**config.mk**
```make
export PLATFORM = sky130hd
export DESIGN_NAME = blink_period_id_decoder
export DESIGN_NICKNAME = d
export VERILOG_FILES = /design/src/design/bpid_pkg.sv /design/src/design/blink_period_id_decoder.sv
export VERILOG_INCLUDE_DIRS = /design/src /design/src/design
export SDC_FILE = /design/constraint.sdc
export NUM_CORES = 1
export LEC_CHECK = 0
export ABC_AREA = 1
export CORE_MARGIN = 5
export CORE_UTILIZATION = 45
export CTS_CLUSTER_DIAMETER = 120
export DETAILED_ROUTE_END_ITERATION = 8
export DONT_BUFFER_PORTS = 1
export PLACE_DENSITY = 0.58
export SYNTH_ARGS = -nofsm -noshare
export SYNTH_HDL_FRONTEND = slang
export SYNTH_SLANG_ARGS = --single-unit
```
**constraint.sdc**
```tcl
create_clock -name clock -period 9.6 [get_ports clock]
set_clock_uncertainty 0.1 [all_clocks]
set_input_delay 0.48 -clock clock [delete_from_list [all_inputs] [get_ports clock]]
set_output_delay 0.48 -clock clock [all_outputs]
set_load 0.1 [all_outputs]
```
**src/design/blink_period_id_decoder_assert.svh**
```systemverilog
// ----------------------------------------------------------------------------
// Blink period ID decoder assertion macros
// Immediate-implication and next-cycle-implication property wrappers.
// ----------------------------------------------------------------------------
`ifndef BLINK_PERIOD_ID_DECODER_ASSERT_SVH
`define BLINK_PERIOD_ID_DECODER_ASSERT_SVH

// antecedent holds -> consequent holds in the same cycle
`define BPID_ASSERT_IMP(label, clk, rst, ante, cons) \
   label: assert property (@(posedge clk) disable iff (rst) (ante) |-> (cons)) \
      else $error("blink period id decoder: same-cycle check failed");

// antecedent holds -> consequent holds in the next cycle
`define BPID_ASSERT_NXT(label, clk, rst, ante, cons) \
   label: assert property (@(posedge clk) disable iff (rst) (ante) |=> (cons)) \
      else $error("blink period id decoder: next-cycle check failed");

`endif

```
**src/design/bpid_pkg.sv**
```systemverilog
// ----------------------------------------------------------------------------
// bpid_pkg
// Widths, register indexes, commands and defaults of the blink period ID decoder.
// ----------------------------------------------------------------------------
package bpid_pkg;

   localparam int NUM_BINS_DEF    = 10;
   localparam int NUM_IDS_DEF     = 4;
   localparam int COUNT_WIDTH_DEF = 8;

   localparam int TS_W        = 32;
   localparam int BASE_W      = 24;
   localparam int THR_W       = 8;
   localparam int DECAY_W     = 3;
   localparam int ID_W        = 4;
   localparam int CSR_ADDR_W  = 2;
   localparam int CSR_DATA_W  = 24;
   localparam int REQ_DATA_W  = 40;
   localparam int REQ_USER_W  = 1;
   localparam int RSP_DATA_W  = 8;

   localparam logic [BASE_W-1:0]  BASE_PERIOD_RST    = 24'd33333;
   localparam logic [THR_W-1:0]   BIN_THRESHOLD_RST  = 8'd4;
   localparam logic [THR_W-1:0]   PEAK_THRESHOLD_RST = 8'd4;
   localparam logic [DECAY_W-1:0] DECAY_PERIOD_RST   = 3'd4;

   typedef enum logic [CSR_ADDR_W-1:0] {
      CSR_BASE_PERIOD    = 2'd0,
      CSR_BIN_THRESHOLD  = 2'd1,
      CSR_PEAK_THRESHOLD = 2'd2,
      CSR_DECAY_PERIOD   = 2'd3
   } csr_index_type;

   typedef enum logic {
      CMD_OBSERVE = 1'b0,
      CMD_START   = 1'b1
   } command_type;

endpackage

```
**src/design/blink_period_id_decoder.sv**
```systemverilog
// ----------------------------------------------------------------------------
// blink_period_id_decoder
// Start command: clears the histogram and loads the result. Plain observation:
// peak check, then result; a toggle first runs the bit-serial period divider,
// and a recomputed ID adds a bin scan and a division of the weighted sum.
// One transaction at a time; the next is taken as soon as the result is loaded.
// Reset (synchronous) restores the register defaults and clears the histogram.
// ----------------------------------------------------------------------------
module blink_period_id_decoder #(
   parameter int NUM_BINS    = bpid_pkg::NUM_BINS_DEF,
   parameter int NUM_IDS     = bpid_pkg::NUM_IDS_DEF,
   parameter int COUNT_WIDTH = bpid_pkg::COUNT_WIDTH_DEF
) (
   input  logic                                clock,
   input  logic                                reset,
   input  logic                                req_tvalid,
   output logic                                req_tready,
   // led_on [0], timestamp [32:1], zero fill
   input  logic [bpid_pkg::REQ_DATA_W-1:0]     req_tdata,
   // command [0]
   input  logic [bpid_pkg::REQ_USER_W-1:0]     req_tuser,
   output logic                                rsp_tvalid,
   input  logic                                rsp_tready,
   // id [3:0], id_valid [4], transition [5], bin_out_of_range [6], zero fill
   output logic [bpid_pkg::RSP_DATA_W-1:0]     rsp_tdata,
   input  logic                                csr_we,
   input  logic [bpid_pkg::CSR_ADDR_W-1:0]     csr_addr,
   input  logic [bpid_pkg::CSR_DATA_W-1:0]     csr_wdata
);
   import bpid_pkg::*;

   localparam int C        = COUNT_WIDTH;
   localparam int IDX_W    = $clog2(NUM_BINS);
   localparam int CMP_W    = (C > THR_W) ? C : THR_W;
   localparam int TOTAL_W  = C + IDX_W;
   localparam int WSUM_W   = C + $clog2(NUM_BINS * (NUM_BINS - 1) / 2 + 1);
   localparam int DIV_W    = (BASE_W > TOTAL_W) ? BASE_W : TOTAL_W;
   localparam int CNT_W    = $clog2(TS_W + 1);
   localparam logic [C-1:0] COUNT_MAX = {C{1'b1}};

   typedef enum logic [3:0] {
      S_IDLE, S_DIV_T, S_BIN, S_MEAN, S_SCAN, S_MLOAD, S_DIV_M, S_MROUND, S_OUT
   } state_type;

   state_type           state_ff, state_in;
   logic [BASE_W-1:0]   base_period_ff, base_period_in;
   logic [THR_W-1:0]    bin_thr_ff, bin_thr_in;
   logic [THR_W-1:0]    peak_thr_ff, peak_thr_in;
   logic [DECAY_W-1:0]  decay_ff, decay_in;
   logic                led_state_ff, led_state_in;
   logic [TS_W-1:0]     last_edge_ff, last_edge_in;
   logic [C-1:0]        bins_ff [NUM_BINS];
   logic [C-1:0]        bins_in [NUM_BINS];
   logic [C-1:0]        peak_ff, peak_in;
   logic [DECAY_W-1:0]  event_ff, event_in;
   logic [ID_W-1:0]     mean_ff, mean_in;
   logic                trans_ff, trans_in;
   logic                oob_ff, oob_in;
   logic [TS_W-1:0]     div_q_ff, div_q_in;
   logic [DIV_W-1:0]    div_r_ff, div_r_in;
   logic [DIV_W-1:0]    div_d_ff, div_d_in;
   logic [CNT_W-1:0]    div_cnt_ff, div_cnt_in;
   logic [IDX_W-1:0]    scan_idx_ff, scan_idx_in;
   logic [WSUM_W-1:0]   wsum_ff, wsum_in;
   logic [TOTAL_W-1:0]  total_ff, total_in;
   logic                rsp_valid_ff, rsp_valid_in;
   logic [RSP_DATA_W-1:0] rsp_data_ff, rsp_data_in;

   logic                req_led;
   logic [TS_W-1:0]     req_ts;
   logic [TS_W-1:0]     elapsed;
   logic                accept;
   logic [DIV_W:0]      div_shift;
   logic [DIV_W:0]      div_diff;
   logic                div_ge;
   logic                div_round;
   logic                div_busy;
   logic [TS_W:0]       k_full;
   logic                q_zero;
   logic                bin_hit;
   logic [IDX_W-1:0]    bin_k;
   logic [C-1:0]        bin_inc;
   logic [DECAY_W:0]    event_next;
   logic                decay_hit;
   logic [C-1:0]        scan_cur;
   logic [C+IDX_W-1:0]  scan_prod;
   logic                scan_take;
   logic [CMP_W-1:0]    peak_cmp;
   logic [CMP_W-1:0]    peak_thr_cmp;
   logic [C-1:0]        bin_tmp;

   assign req_led    = req_tdata[0];
   assign req_ts     = req_tdata[TS_W:1];
   assign elapsed    = req_ts - last_edge_ff;
   assign req_tready = (state_ff == S_IDLE);
   assign accept     = req_tvalid && req_tready;
   assign rsp_tvalid = rsp_valid_ff;
   assign rsp_tdata  = rsp_data_ff;

   assign div_shift = {div_r_ff, div_q_ff[TS_W-1]};
   assign div_diff  = div_shift - {1'b0, div_d_ff};
   assign div_ge    = div_shift >= {1'b0, div_d_ff};
   assign div_round = {div_r_ff, 1'b0} > {1'b0, div_d_ff};
   assign div_busy  = (state_ff == S_DIV_T) || (state_ff == S_DIV_M);

   assign q_zero  = (div_q_ff == '0);
   assign k_full  = {1'b0, div_q_ff} + (TS_W+1)'(div_round);
   assign bin_hit = q_zero || (k_full <= (TS_W+1)'(NUM_BINS));
   assign bin_k   = q_zero ? '0 : IDX_W'(k_full - (TS_W+1)'(1));
   assign bin_inc = (bins_ff[bin_k] == COUNT_MAX) ? COUNT_MAX : bins_ff[bin_k] + C'(1);

   assign event_next = {1'b0, event_ff} + (DECAY_W+1)'(1);
   assign decay_hit  = event_next > {1'b0, decay_ff};

   assign scan_cur  = bins_ff[scan_idx_ff];
   assign scan_prod = scan_cur * scan_idx_ff;
   assign scan_take = CMP_W'(scan_cur) > CMP_W'(bin_thr_ff);

   assign peak_cmp     = CMP_W'(peak_ff);
   assign peak_thr_cmp = CMP_W'(peak_thr_ff);

   always_comb begin
      state_in       = state_ff;
      base_period_in = base_period_ff;
      bin_thr_in     = bin_thr_ff;
      peak_thr_in    = peak_thr_ff;
      decay_in       = decay_ff;
      led_state_in   = led_state_ff;
      last_edge_in   = last_edge_ff;
      bins_in        = bins_ff;
      peak_in        = peak_ff;
      event_in       = event_ff;
      mean_in        = mean_ff;
      trans_in       = trans_ff;
      oob_in         = oob_ff;
      div_q_in       = div_q_ff;
      div_r_in       = div_r_ff;
      div_d_in       = div_d_ff;
      div_cnt_in     = div_cnt_ff;
      scan_idx_in    = scan_idx_ff;
      wsum_in        = wsum_ff;
      total_in       = total_ff;
      rsp_valid_in   = rsp_valid_ff && !rsp_tready;
      rsp_data_in    = rsp_data_ff;
      bin_tmp        = '0;

      if (csr_we) begin
         unique case (csr_addr)
            CSR_BASE_PERIOD:    base_period_in = csr_wdata[BASE_W-1:0];
            CSR_BIN_THRESHOLD:  bin_thr_in     = csr_wdata[THR_W-1:0];
            CSR_PEAK_THRESHOLD: peak_thr_in    = csr_wdata[THR_W-1:0];
            CSR_DECAY_PERIOD:   decay_in       = csr_wdata[DECAY_W-1:0];
            default: ;
         endcase
      end

      unique case (state_ff) inside
         S_IDLE: begin
            if (accept) begin
               trans_in = 1'b0;
               oob_in   = 1'b0;
               if (req_tuser[0] == CMD_START) begin
                  for (int l = 0; l < NUM_BINS; l++) begin
                     bins_in[l] = '0;
                  end
                  led_state_in = 1'b0;
                  peak_in      = '0;
                  event_in     = '0;
                  last_edge_in = req_ts;
                  state_in     = S_OUT;
               end else if (req_led != led_state_ff) begin
                  led_state_in = req_led;
                  trans_in     = 1'b1;
                  last_edge_in = req_ts;
                  if (base_period_ff == '0 || elapsed == '0) begin
                     oob_in   = 1'b1;
                     state_in = S_MEAN;
                  end else begin
                     div_q_in   = elapsed;
                     div_r_in   = '0;
                     div_d_in   = DIV_W'(base_period_ff);
                     div_cnt_in = CNT_W'(TS_W);
                     state_in   = S_DIV_T;
                  end
               end else begin
                  state_in = S_MEAN;
               end
            end
         end
         S_DIV_T, S_DIV_M: begin
            div_q_in   = {div_q_ff[TS_W-2:0], div_ge};
            div_r_in   = div_ge ? div_diff[DIV_W-1:0] : div_shift[DIV_W-1:0];
            div_cnt_in = div_cnt_ff - CNT_W'(1);
            if (div_cnt_ff == CNT_W'(1)) begin
               state_in = (state_ff == S_DIV_T) ? S_BIN : S_MROUND;
            end
         end
         S_BIN: begin
            if (!bin_hit) begin
               oob_in = 1'b1;
            end else begin
               if (bin_inc > peak_ff) begin
                  peak_in = bin_inc;
               end
               for (int l = 0; l < NUM_BINS; l++) begin
                  bin_tmp = (IDX_W'(l) == bin_k) ? bin_inc : bins_ff[l];
                  if (decay_hit && bin_tmp != '0) begin
                     bin_tmp = bin_tmp - C'(1);
                  end
                  bins_in[l] = bin_tmp;
               end
               event_in = decay_hit ? '0 : event_next[DECAY_W-1:0];
            end
            state_in = S_MEAN;
         end
         S_MEAN: begin
            if (peak_cmp > peak_thr_cmp) begin
               scan_idx_in = '0;
               wsum_in     = '0;
               total_in    = '0;
               state_in    = S_SCAN;
            end else begin
               state_in = S_OUT;
            end
         end
         S_SCAN: begin
            if (scan_take) begin
               wsum_in  = wsum_ff + WSUM_W'(scan_prod);
               total_in = total_ff + TOTAL_W'(scan_cur);
            end
            scan_idx_in = scan_idx_ff + IDX_W'(1);
            if (scan_idx_ff == IDX_W'(NUM_BINS - 1)) begin
               state_in = S_MLOAD;
            end
         end
         S_MLOAD: begin
            if (total_ff == '0) begin
               state_in = S_OUT;
            end else begin
               div_q_in   = TS_W'(wsum_ff) << (TS_W - WSUM_W);
               div_r_in   = '0;
               div_d_in   = DIV_W'(total_ff);
               div_cnt_in = CNT_W'(WSUM_W);
               state_in   = S_DIV_M;
            end
         end
         S_MROUND: begin
            mean_in  = div_q_ff[ID_W-1:0] + ID_W'(div_round);
            state_in = S_OUT;
         end
         S_OUT: begin
            if (!rsp_valid_ff || rsp_tready) begin
               rsp_valid_in = 1'b1;
               rsp_data_in  = {1'b0, oob_ff, trans_ff, mean_ff < ID_W'(NUM_IDS), mean_ff};
               state_in     = S_IDLE;
            end
         end
         default: state_in = S_IDLE;
      endcase
   end

   always_ff @(posedge clock) begin
      div_q_ff    <= div_q_in;
      div_r_ff    <= div_r_in;
      div_d_ff    <= div_d_in;
      div_cnt_ff  <= div_cnt_in;
      scan_idx_ff <= scan_idx_in;
      wsum_ff     <= wsum_in;
      total_ff    <= total_in;
      rsp_data_ff <= rsp_data_in;
      trans_ff    <= trans_in;
      oob_ff      <= oob_in;
      if (reset) begin
         state_ff       <= S_IDLE;
         base_period_ff <= BASE_PERIOD_RST;
         bin_thr_ff     <= BIN_THRESHOLD_RST;
         peak_thr_ff    <= PEAK_THRESHOLD_RST;
         decay_ff       <= DECAY_PERIOD_RST;
         led_state_ff   <= 1'b0;
         last_edge_ff   <= '0;
         for (int l = 0; l < NUM_BINS; l++) begin
            bins_ff[l] <= '0;
         end
         peak_ff        <= '0;
         event_ff       <= '0;
         mean_ff        <= '0;
         rsp_valid_ff   <= 1'b0;
      end else begin
         state_ff       <= state_in;
         base_period_ff <= base_period_in;
         bin_thr_ff     <= bin_thr_in;
         peak_thr_ff    <= peak_thr_in;
         decay_ff       <= decay_in;
         led_state_ff   <= led_state_in;
         last_edge_ff   <= last_edge_in;
         bins_ff        <= bins_in;
         peak_ff        <= peak_in;
         event_ff       <= event_in;
         mean_ff        <= mean_in;
         rsp_valid_ff   <= rsp_valid_in;
      end
   end

`include "blink_period_id_decoder_assert.svh"

   `BPID_ASSERT_NXT(a_busy_after_accept, clock, reset, accept, !req_tready)
   `BPID_ASSERT_IMP(a_oob_needs_toggle, clock, reset, rsp_valid_ff && rsp_data_ff[6], rsp_data_ff[5])
   `BPID_ASSERT_IMP(a_divisor_nonzero, clock, reset, div_busy, div_d_ff != '0)
   `BPID_ASSERT_IMP(a_scan_needs_peak, clock, reset, state_ff == S_SCAN, peak_cmp > peak_thr_cmp)

endmodule
```
After elaboration in Yosys (flattened, before gate mapping)
Index checks and enable logic that the tools add are counted.

storage, ports and cells
  flip-flop bits (word level) = 301
  latch bits = 0
  memory bits (writable) = 0
  bits in read-only memories = 0
  bits of input ports = 72
  output and inout bits = 10
  logic and storage cells = 257
  memories kept = 0

cells by class
  add/subtract/negate cells = 21
  multipliers = 1
  divide/modulo/power cells = 0
  $lt $le $gt $ge = 10
  eq/ne operators = 38
  shifts and indexed selects = 0
  muxes and demuxes = 99
  bitwise logic cells = 2
  reductions and logical operators = 55

operator list
  kind                                                                     count
  24-bit 2-to-1 mux                                                        11
  80-bit 2-to-1 mux                                                        3
  8-bit 2-to-1 mux                                                         29
  32-bit 2-to-1 mux                                                        7
  80-bit one-hot mux with 2 select lines                                   1
  32-bit one-hot mux with 3 select lines                                   1
  8-bit nonzero test                                                       10
  8-bit by 1-bit subtractor with 8-bit output (second input constant)      10
  24-bit one-hot mux with 3 select lines                                   1
  8-bit binary-select mux with 4-bit select                                2
  32-bit zero test                                                         2
  24-bit one-hot mux with 2 select lines                                   1
  4-bit 2-to-1 mux                                                         10
  32-bit by 1-bit adder with 33-bit output                                 1
  33-bit by 4-bit <= comparator with 1-bit output (second input constant)  1
  4-bit one-hot mux with 8 select lines                                    1
  32-bit subtractor                                                        1
  6-bit 2-to-1 mux                                                         5
  14-bit 2-to-1 mux                                                        2
  14-bit one-hot mux with 2 select lines                                   1
  25-bit by 24-bit greater-or-equal comparator with 1-bit output           1
  25-bit by 24-bit greater-than comparator with 1-bit output               1
  8-bit greater-than comparator                                            3
  24-bit zero test                                                         1
  other kinds (53)                                                         120

Depth between registers and ports, before layout
  depth in word-level cells = 16
  mapped depth = 45
  gate-level depth less buffers = 43

Least setup slack after synthesis
Ideal clock, no wire load.

  path kind = input port to flip-flop
  from = in req_tdata[1] (netlist bit)
  to = reg div_cnt_ff[0], enable pin
  library setup time = 574 ps
  arrival time = 7067 ps
  path slack = 1858 ps
  cell stages on the path = 20
  buffers on the path = 0
  cells stage by stage = inv_1 -> ha_1 -> fa_1 -> inv_1 -> nand4_1 -> nand3_1 -> nand2_1 -> nor2_1 -> nor2_1 -> o21bai_1 -> nand3_1 -> nand2_1 -> a21oi_1 -> xnor2_1 -> nor2_1 -> nand2_1 -> nor2_1 -> nand3_1 -> nand3_1 -> a211oi_1

on the way
  longest elaborated chain between the ends = 5

RTL lines
  element                          line                            source
  start: declaration               blink_period_id_decoder.sv:19   input logic [bpid_pkg::REQ_DATA_W-1:0] req_tdata,
  32-bit subtractor                blink_period_id_decoder.sv:94   assign elapsed = req_ts - last_edge_ff;
  32-bit zero test                 blink_period_id_decoder.sv:175  if (base_period_ff == '0 || elapsed == '0) begin
  1-bit logical OR                 blink_period_id_decoder.sv:175
  2-bit inequality test (no line)  -
  6-bit AND reduction (no line)    -
  end signal: assignment           blink_period_id_decoder.sv:266  div_cnt_ff <= div_cnt_in;
  end: declaration                 blink_period_id_decoder.sv:62   logic [CNT_W-1:0] div_cnt_ff, div_cnt_in;

No other way between the ends.
A chain may end at the register's enable or synchronous reset.

Worst setup path in the final report
  from = reg div_r_ff[9]
  to = reg peak_ff[6] (netlist: peak_cmp[6])

on the way
  longest elaborated chain between the ends = 13
  elaborated cells on any way between the ends = 20
  those cells by class = add/sub (3); order compare (3); eq/ne (3); mux (8); bitwise (1); reduce/logical (2)

RTL lines
  element                                                                                         line                            source
  start: declaration                                                                              blink_period_id_decoder.sv:60   logic [DIV_W-1:0] div_r_ff, div_r_in;
  start signal: assignment                                                                        blink_period_id_decoder.sv:264  div_r_ff <= div_r_in;
  25-bit by 24-bit greater-than comparator with 1-bit output (*)                                  blink_period_id_decoder.sv:103  assign div_round = {div_r_ff, 1'b0} > {1'b0, div_d_ff};
  32-bit by 1-bit adder with 33-bit output (*)                                                    blink_period_id_decoder.sv:107  assign k_full = {1'b0, div_q_ff} + (TS_W+1)'(div_round);
  via k_full[0]                                                                                   blink_period_id_decoder.sv:78   logic [TS_W:0] k_full;
  4-bit by 1-bit subtractor with 4-bit output                                                     blink_period_id_decoder.sv:109  assign bin_k = q_zero ? '0 : IDX_W'(k_full - (TS_W+1)'(1));
  4-bit 2-to-1 mux                                                                                blink_period_id_decoder.sv:109
  4-bit NOT with 5-bit output (not written as such)                                               blink_period_id_decoder.sv:110  assign bin_inc = (bins_ff[bin_k] == COUNT_MAX) ? COUNT_MAX : bins_ff[bin_k] + C'(1);
  8-bit binary-select mux with 4-bit select                                                       blink_period_id_decoder.sv:110
  8-bit 2-to-1 mux (not written as such) (2 in series)                                            blink_period_id_decoder.sv:110
  8-bit by 1-bit adder with 8-bit output or 8-bit equality test (tied branches)                   blink_period_id_decoder.sv:110
  8-bit 2-to-1 mux                                                                                blink_period_id_decoder.sv:110
  8-bit greater-than comparator or 8-bit 2-to-1 mux (tied branches)                               blink_period_id_decoder.sv:202  if (bin_inc > peak_ff) begin
  2-bit by 1-bit inequality test with 1-bit output (no line) or 8-bit 2-to-1 mux (tied branches)  -
  5-bit AND reduction (no line) or 8-bit one-hot mux with 2 select lines (tied branches)          -
  end signal: assignment                                                                          blink_period_id_decoder.sv:297  peak_ff <= peak_in;
  end: declaration                                                                                blink_period_id_decoder.sv:54   logic [C-1:0] peak_ff, peak_in;

The timed path passes the listed nets; every way through them passes the cells marked *. The select of a mux whose other input is x is not followed.

==> impl_metrics.csv <==
group,metric,value,unit
timing,rsz0062_at_grt,"no",
floorplan,die_w,239,microns
final_layout,n_antenna_cell,0,
timing,worstMarginPinSlew,1.26,ns
timing,slew_headroom,15.9,%
route,drtIter0Drc,2097,
power_and_ir_drop,ir_drop,341,uV
route,dr.pass1.iters,6,
clocking,clkSinkCount,301,
timing,whs,0.0170,ns
logic_synthesis,ys_seq_area_share,30.8,%
logic_synthesis,ys_types,66,
status,status,"complete, no violations",
final_layout,post-route-util,50.0,%
floorplan,initial_core_util,45.2,%
logic_synthesis,synth_area_per_cell,6.84,sq um
floorplan,dieArea,57300,sq um
logic_synthesis,yosysWarnings,0,
grt,antenna_found_initial,0,
clocking,cts_setup_buffers,0,
timing,setup_tns,0,ns
worst_setup_path,criticalPathCategory,"flip-flop to flip-flop",
logic_synthesis,netlist_area,23700,sq um
worst_setup_path,required,9.98,ns
worst_hold_path,hp-start,"req_tdata[31]",
worst_setup_path,cp-start-kind,"flip-flop",
route,wirelength,73.2,mm
timing,fmax,125,MHz
logic_synthesis,netlist_top_cells_area,"edfxtp_1 (16%), dfxtp_1 (15%), nand2_1 (13%), ha_1 (7.4%), inv_1 (7.3%)",
grt,grt_max_degree,90,
clocking,clk_pin_slew,0.06,ns
floorplan,dieHeight,239,microns
timing,fin_crit_sh,83.1,%
power_and_ir_drop,p_leak,11.7,nW
worst_setup_path,crit_arrival,8.35,ns
route,drcViolationCount,0,
grt,grt_overflow_total,0,
place,port_buffers,0,
worst_setup_path,cp-end-kind,"flip-flop",
logic_synthesis,ys_async_sr_fraction,0,%
floorplan,core_area,52300,sq um
final_layout,area_delta_synth_final,10.6,%
logic_synthesis,yosys.area.top_type,"edfxtp_1",
worst_setup_path,cp_max_fo,34,
worst_setup_path,critPathBufInv,4,
timing,hold_violations,0,
clocking,ctsResizeCount,0,
worst_setup_path,worst_path_dominant_cell_family,"simple AND/OR/NAND/NOR gates",
worst_setup_path,cpMaxStageDelayCell,"inv_2",
place,post-dp-hpwl,52.7,mm
route,routedWlPerCell,17.5,microns
logic_synthesis,synth_top_area_share,15.9,%
worst_setup_path,crit_top_cell,"nand2_1",
logic_synthesis,ys_dominant_reg_cell,"dfxtp_1",
grt,grt_use_total,24.6,%
clocking,numCtsBuffers,40,
timing,setup_viol,0,
clocking,clock_path_buffers,3,
worst_setup_path,worst_path_largest_cell_delay,0.68,ns
final_layout,layout-drive-gt1-share,6.25,%
timing,slew_viol_final,0,
floorplan,io_pins,82,
grt,grt_pass1_wl,114,mm
route,ant_nets,0,
logic_synthesis,synthCells,3458,
power_and_ir_drop,power_density,373,nW/um^2
logic_synthesis,syn_nets,3693,
final_layout,layout.nets,3697,
floorplan,rows,84,
worst_setup_path,crit_start,"div_r_ff[9]",
clocking,cts_tree,"built",
worst_setup_path,r2r-start,"div_r_ff[9]",
route,viasPerCell,5.48,
grt,grt_pass1_vias,21000,
clocking,ctsHoldBuffers,54,
clocking,clock-root-buffer,"clkbuf_16",
clocking,htreeDepth,2,
route,vias,22900,
logic_synthesis,synth_edf_count,125,
job,maxCapViolCount,0,
logic_synthesis,ys_seq_elements,301,
timing,fin_crit,7.97,ns
clocking,clk_latency,0.59,ns
place,gp_congestion,0.956,
worst_hold_path,hold_class,"input pin to flip-flop",
metrics by stage:
step                      setup slack (ns)  power, mW  cells  cell area, sq um
after floorplan                       1.86       6.47   3458             23700
after global placement                1.75       7.95   4054             24200
after detailed placement              1.69       8.04   4054             24200
after CTS                             1.68       9.67   4178             26200
after global routing                 0.929       10.5   4178             26200
final                                 1.63       9.75   4178             26200
cell type report:
cell class / instances / area, sq um
repair buffers: 79 / 746
multi-input cells: 2562 / 14100
clock buffers: 48 / 1120
flip-flops and latches: 301 / 7280
inverters: 478 / 1790
clock inverters: 22 / 254
fillers: 5282 / 26200
well taps: 688 / 861
flip-flops by register name, indices dropped and copies added (netlist names), 6 cells and up:
signal,count
bins_ff,80
div_cnt_ff,6
peak_thr_cmp,8
div_q_ff,32
rsp_tdata,7
last_edge_ff,32
base_period_ff,24
peak_cmp,8
bin_thr_ff,8
div_d_ff,24
div_r_ff,24
wsum_ff,14
total_ff,12
kinds of logic (layout without fill, tap and decap cells):
family / Yosys count / count (layout) / synth area share (%)
buf+inv: 595 / 627 / 9.81
xor+xnor: 101 / 101 / 3.85
compound gates: 686 / 686 / 16.1
flops: 301 / 301 / 30.8
other cells: 1 / 1 / 0.0158
simple gates: 1611 / 1611 / 30.1
fa+ha+maj: 163 / 163 / 9.38
power breakdown:
part | leakage, nW | switching (mW) | total, mW | internal [mW]
Combinational | 8.42 | 4.52 | 6.33 | 1.81
Sequential | 2.57 | 0.206 | 1.85 | 1.64
Clock | 0.669 | 0.643 | 1.57 | 0.928
Total | 11.7 | 5.37 | 9.75 | 4.38
worst paths after layout:
path | end | slack, ns | cells past startpoint
worst max-delay path | peak_cmp[6] | 1.63 | 34
worst min register to register | rsp_tdata[5] | 0.32 | 0
worst max register to register | peak_cmp[6] | 1.63 | 34
worst min-delay path | last_edge_ff[30] | 0.02 | 2
Yosys cell counts (all sizes together) (2+ instances only):
master,number
nand3b,17
nor4,18
clkinv,7
o31ai,2
ha,139
nand2,868
o21bai,12
nor3,39
o21a,6
nor2,292
fa,24
xnor2,24
xor2,77
inv,471
o211ai,9
dfxtp,176
edfxtp,125
a31oi,9
o22ai,10
a21o,6
a21boi,10
a22oi,10
clkbuf,79
and2,2
o221ai,4
or4,2
nand4,73
o21ai,274
a21oi,326
a211oi,3
or2,3
buf,38
nand3,294
placed cells by master, fill, tap and decap left out, types with 11 or more instances in the layout:
cell type and count:
clkbuf_16 43, nand3_1 283, o21ai_2 18, fa_1 24, xnor2_1 23, edfxtp_1 125, o21ai_1 20, dfxtp_1 176
inv_1 457, xor2_1 76, nand2_2 28, o21bai_1 11, buf_4 25, ha_1 139, o21ai_0 233, nand3b_1 17
nor2_1 266, nor2_2 16, inv_2 14, dlygate4sd3_1 53, nor4_1 16, nor3_1 37, nand4_1 72, nand2_1 835
a21oi_1 317
per-layer routing:
| layer | share of wire, % | routed length [microns] | vias up | global-route usage [%] |
|---|---|---|---|---|
| met3 | 7.5 | 5530 | 107 | 4.49 |
| met4 | 2.2 | 1640 | 0 | 5.62 |
| met2 | 43 | 31400 | 725 | 37.9 |
| met5 | 0 | 0 | - | 0 |
| met1 | 47 | 34600 | 10600 | 35.9 |
| li1 | - | - | 11500 | - |
Note: power is estimated with default switching activity, not from simulation.
